===== config.mk =====
export PLATFORM = sky130hd
export DESIGN_NAME = rpnsc_ram
export DESIGN_NICKNAME = d
export VERILOG_FILES = /design/src/rpnsc_ram.sv
export SDC_FILE = /design/constraint.sdc
export NUM_CORES = 1
export LEC_CHECK = 0
export BUFFER_PORTS_ARGS = -buffer_cell sky130_fd_sc_hd__clkbuf_2
export CAP_MARGIN = 20
export CELL_PAD_IN_SITES_DETAIL_PLACEMENT = 1
export CELL_PAD_IN_SITES_GLOBAL_PLACEMENT = 1
export CORE_ASPECT_RATIO = 0.5
export CORE_UTILIZATION = 52
export CTS_CLUSTER_DIAMETER = 40
export DETAILED_ROUTE_END_ITERATION = 12
export HOLD_SLACK_MARGIN = 0.08
export PLACE_DENSITY = 0.83
export SETUP_SLACK_MARGIN = 0.1
export SLEW_MARGIN = 5
export SYNTH_ARGS = -nofsm -noshare
export SYNTH_HDL_FRONTEND = slang
export SYNTH_SLANG_ARGS = --single-unit

===== constraint.sdc =====
create_clock -name clk -period 3 [get_ports clk]
set_input_delay 0.15 -clock clk [delete_from_list [all_inputs] [get_ports clk]]
set_output_delay 0.15 -clock clk [all_outputs]
set_load 0.01 [all_outputs]

===== src/rpnsc_ram.sv =====
// Generic single-write, single-read RAM with registered read data.
// No dependencies.
module rpnsc_ram #(
  parameter int WIDTH = 8,
  parameter int DEPTH = 16,
  localparam int AW = $clog2(DEPTH)
) (
  input  logic             clk,
  input  logic             we,
  input  logic [AW-1:0]    waddr,
  input  logic [WIDTH-1:0] wdata,
  input  logic [AW-1:0]    raddr,
  output logic [WIDTH-1:0] rdata
);

  logic [WIDTH-1:0] mem [DEPTH];
  logic [WIDTH-1:0] rdata_r;

  always_ff @(posedge clk) begin
    if (we) begin
      mem[waddr] <= wdata;
    end
    rdata_r <= mem[raddr];
  end

  assign rdata = rdata_r;

endmodule


**Word-level counts from Yosys, hierarchy flattened**

Memory sizes are Yosys's and may differ from the RTL's. A register that Yosys moved wholly into a read port is not among the register bits.
Cells that the tools add are included.
Widths: inputs -> output; s select.

- Memories kept: 1
- Register bits: 0
- RAM bits: 128
- Logic and storage cells: 3

- Muxes and demuxes: 2

Memory list:

| name | words | width | rd ports | clocked after Yosys merged registers in | wr ports | line | RTL |
|---|---|---|---|---|---|---|---|
| mem | 16 | 8 | 1 | 1 | 1 | 16 | `logic [WIDTH-1:0] mem [DEPTH];` |

Operators by type and width:

| kind | number |
|---|---|
| $mux 1 | 2 |

**Longest topological paths before layout**

- Depth in word-level cells: 2
- Mapped depth: 5
- Gate-level depth less buffers: 3

**Least setup slack after synthesis**

Ideal clock, no wire load.

- Path type: input to register
- From: input waddr[2]
- To: memory mem[0][0] (enable)
- Arrival time: 1260 ps
- Stages: 2
- Buffers on the path: 0
- Slack: 1357 ps
- Setup time: 383 ps
- Cell sequence: or3b_2 nor3_1

RTL lines:

| item | line | RTL |
|---|---|---|
| start: declaration | 10 | `input logic [AW-1:0] waddr,` |
| end: declaration | 16 |  |

No word-level cell before the write port.

==> results.sh <==
export IMPL_drv_slew=0
export IMPL_clkLatencyLatePin_ps=410
export IMPL_layout_drive_gt1_share_pct=28.6
export IMPL_reg2reg_depth=3
export IMPL_io_pins=26
export IMPL_startpoint="mem[3][7]$_DFFE_PP_"
export IMPL_synthesis_area_um2=5150
export IMPL_yosysMostFrequentCell="edfxtp_1"
export IMPL_synth_edf_count=128
export IMPL_worstReg2RegEnd="rdata[7]$_DFF_P_"
export IMPL_regToRegSetupSlack_ps=1430
export IMPL_fin_crit_sh_pct=52.5
export IMPL_die_area_um2=10300
export IMPL_grt_max_degree=33
export IMPL_die_y_um=72.4
export IMPL_hold_path_end="mem[1][4]$_DFFE_PP_"
export IMPL_arrival_ps=1860
export IMPL_n_antenna_cell=0
export IMPL_ys_top_cells_by_count="128 x edfxtp_1, 18 x mux4_2, 16 x a22oi_1"
export IMPL_gp_congestion=0.814
export IMPL_vias_per_cell=6.16
export IMPL_p_leak_nw=2.04
export IMPL_worst_setup_path_start_kind="flip-flop"
export IMPL_post_cts_resized=0
export IMPL_swShare_pct=20.3
export IMPL_cts_hold_buf=0
export IMPL_ys_seq_elements=136
export IMPL_dp_hpwl_mm=6.84
export IMPL_pwr_share_comb_pct=4.6
export IMPL_antenna_found_initial=0
export IMPL_hp_start="wdata[4]"
export IMPL_grt_usage_pct=25.7
export IMPL_routedWlPerCell_um=28.6
export IMPL_cts_sinks=136
export IMPL_worstPathMaxFanout=1
export IMPL_yosys_area_top_type="edfxtp_1"
export IMPL_cts_path_max_buffers=2
export IMPL_wl_mm=12.0
export IMPL_initialDrtViolationCount=231
export IMPL_cts_htree_levels=4
export IMPL_syn_to_final_growth_pct=17.6
export IMPL_final_nets=288
export IMPL_cts_post_setup_buffers_inserted=0
export IMPL_clk_pin_slew_ps=60
export IMPL_netlist_area_leader_share_pct=74.7
export IMPL_coreArea_um2=9540
export IMPL_ys_top_cells_by_area="edfxtp_1 75%, mux4_2 7.9%, mux4_1 7.1%, dfxtp_1 3.1%, a22oi_1 2.3%"
export IMPL_initial_utilization_pct=54.0
export IMPL_power_density_nw_per_um2=755
export IMPL_grt_pass1_vias=2766
export IMPL_cts_root_buffer="clkbuf_16"
export IMPL_max_freq_mhz=635
export IMPL_switchingPower_uw=927
export IMPL_drc=0
export IMPL_fin_util_pct=63.4
export IMPL_holdPathStages=1
export IMPL_firstDrtPassIters=4
export IMPL_cap_violations=0
export IMPL_synth_distinct_cells=19
export IMPL_rows=25
export IMPL_crit_type="reg2reg"
export IMPL_fin_crit_ps=1570
export IMPL_setup_violations=0
export IMPL_die_w_um=143
export IMPL_yosysWarnings=0
export IMPL_synthFlopType="edfxtp_1"
export IMPL_worst_pin_slew_ps=1120
export IMPL_crit_path_end_kind="flip-flop"
export IMPL_detail_route_antenna_nets=0
export IMPL_overflow=0
export IMPL_power_frac_clock_pct=48.6
export IMPL_syn_inst=229
export IMPL_syn_avg_cell_area_um2=22.5
export IMPL_num_fill_cells=779
export IMPL_max_slew_margin_pct=24.9
export IMPL_peakVddDrop_mv=0.352
export IMPL_async_flop_share_pct=0
export IMPL_min_path_type="in2reg"
export IMPL_syn_num_nets=247
export IMPL_hold_viol=0
export IMPL_cts_tree="yes"
export IMPL_seq_power_share_pct=46.8
export IMPL_clock_skew_ps=6.53
export IMPL_cts_buffers=17
export IMPL_yosysSeqAreaShare_pct=77.8
export IMPL_crit_required_ps=3280
export IMPL_vias=2576
export IMPL_fin_setup_tns_ps=0
export IMPL_grt_pass1_wl_mm=17.6
export IMPL_port_buffers=25
export IMPL_rsz0062_at_grt="no"
export IMPL_status="completed"
export IMPL_p_int_mw=3.64
export IMPL_r2r_start="mem[3][7]$_DFFE_PP_"
[worst max-delay path, cell delays in order, from the launching register on]
cell and delay, ps:
edfxtp_1 390, mux4_2 500, a22oi_1 430, nand2_1 130
[how the worst max path moves through the flow]
stage	endpoint	slack (ps)	cells after the start
global placement	rdata[3]$_DFF_P_	1280	4
CTS	rdata[7]$_DFF_P_	1430	3
detailed placement	mem[2][4]$_DFFE_PP_	1150	3
global route	rdata[7]$_DFF_P_	1370	3
finish	rdata[7]$_DFF_P_	1430	3
floorplan	mem[0][0]$_DFFE_PP_	1360	2
[flip-flops by register name, summed over array words and instances (netlist names)]
signal / count
mem: 128
rdata: 8
[logic make-up (layout without fill, tap and decap cells)]
| family | after synthesis | in the layout | share of synthesized area [%] |
|---|---|---|---|
| AOI/OAI and AO/OA | 16 | 16 | 2.33 |
| buffers and inverters | 10 | 64 | 1.68 |
| DFF | 136 | 136 | 77.8 |
| muxes | 32 | 32 | 15.0 |
| and+or+nand+nor | 35 | 35 | 3.18 |
[power groups by stage]
stage	registers (mW)	clock network [mW]	logic [mW]
after floorplan	2.18	0	0.108
after global placement	2.17	0	0.191
after detailed placement	2.18	0	0.201
after CTS	2.14	2.24	0.209
after global routing	2.14	2.29	0.220
final	2.14	2.22	0.209
[final cells by class]
class / instances / area [um2] / area share, %
clock inverters: 11 / 171 / 2.83
flip-flops and latches: 136 / 4000 / 66.2
well taps: 135 / 169 / 2.79
repair buffers: 32 / 190 / 3.14
clock buffers: 21 / 460 / 7.61
multi-input cells: 83 / 1060 / 17.5
[per-layer routing]
metal	global-route usage, %	wire length, um	vias to the layer above
li1	-	-	1058
met1	33.0	4950	1372
met2	42.6	5940	126
met3	6.40	816	20
met4	11.4	257	0
met5	0	0	-
[cells in the final DEF, fill, tap and decap left out, types with 2 or more instances in the layout]
| cell | n |
|---|---|
| edfxtp_1 | 128 |
| clkbuf_2 | 25 |
| mux4_2 | 18 |
| clkbuf_16 | 17 |
| a22oi_1 | 16 |
| mux4_1 | 14 |
| nor2_1 | 13 |
| nand2_1 | 9 |
| dfxtp_1 | 8 |
| buf_4 | 6 |
| nor3_1 | 4 |
| bufinv_16 | 4 |
| nand3b_1 | 2 |
| nand2b_1 | 2 |
| clkbuf_1 | 2 |
| clkbuf_8 | 2 |
| clkinv_4 | 2 |
| clkinvlp_4 | 2 |
| clkinv_2 | 2 |
[metrics by stage]
stage / total power [mW] / worst slack [ps] / instances / area [um2] / hold slack, ps
global placement: 2.36 / 1280 / 386 / 5420 / 537
floorplan: 2.29 / 1360 / 229 / 5150 / 249
global route: 4.65 / 1370 / 418 / 6050 / 201
finish: 4.57 / 1430 / 418 / 6050 / 200
CTS: 4.59 / 1430 / 418 / 6050 / 179
detailed placement: 2.38 / 1150 / 386 / 5420 / 538
Power figures use the tool's default switching activity.
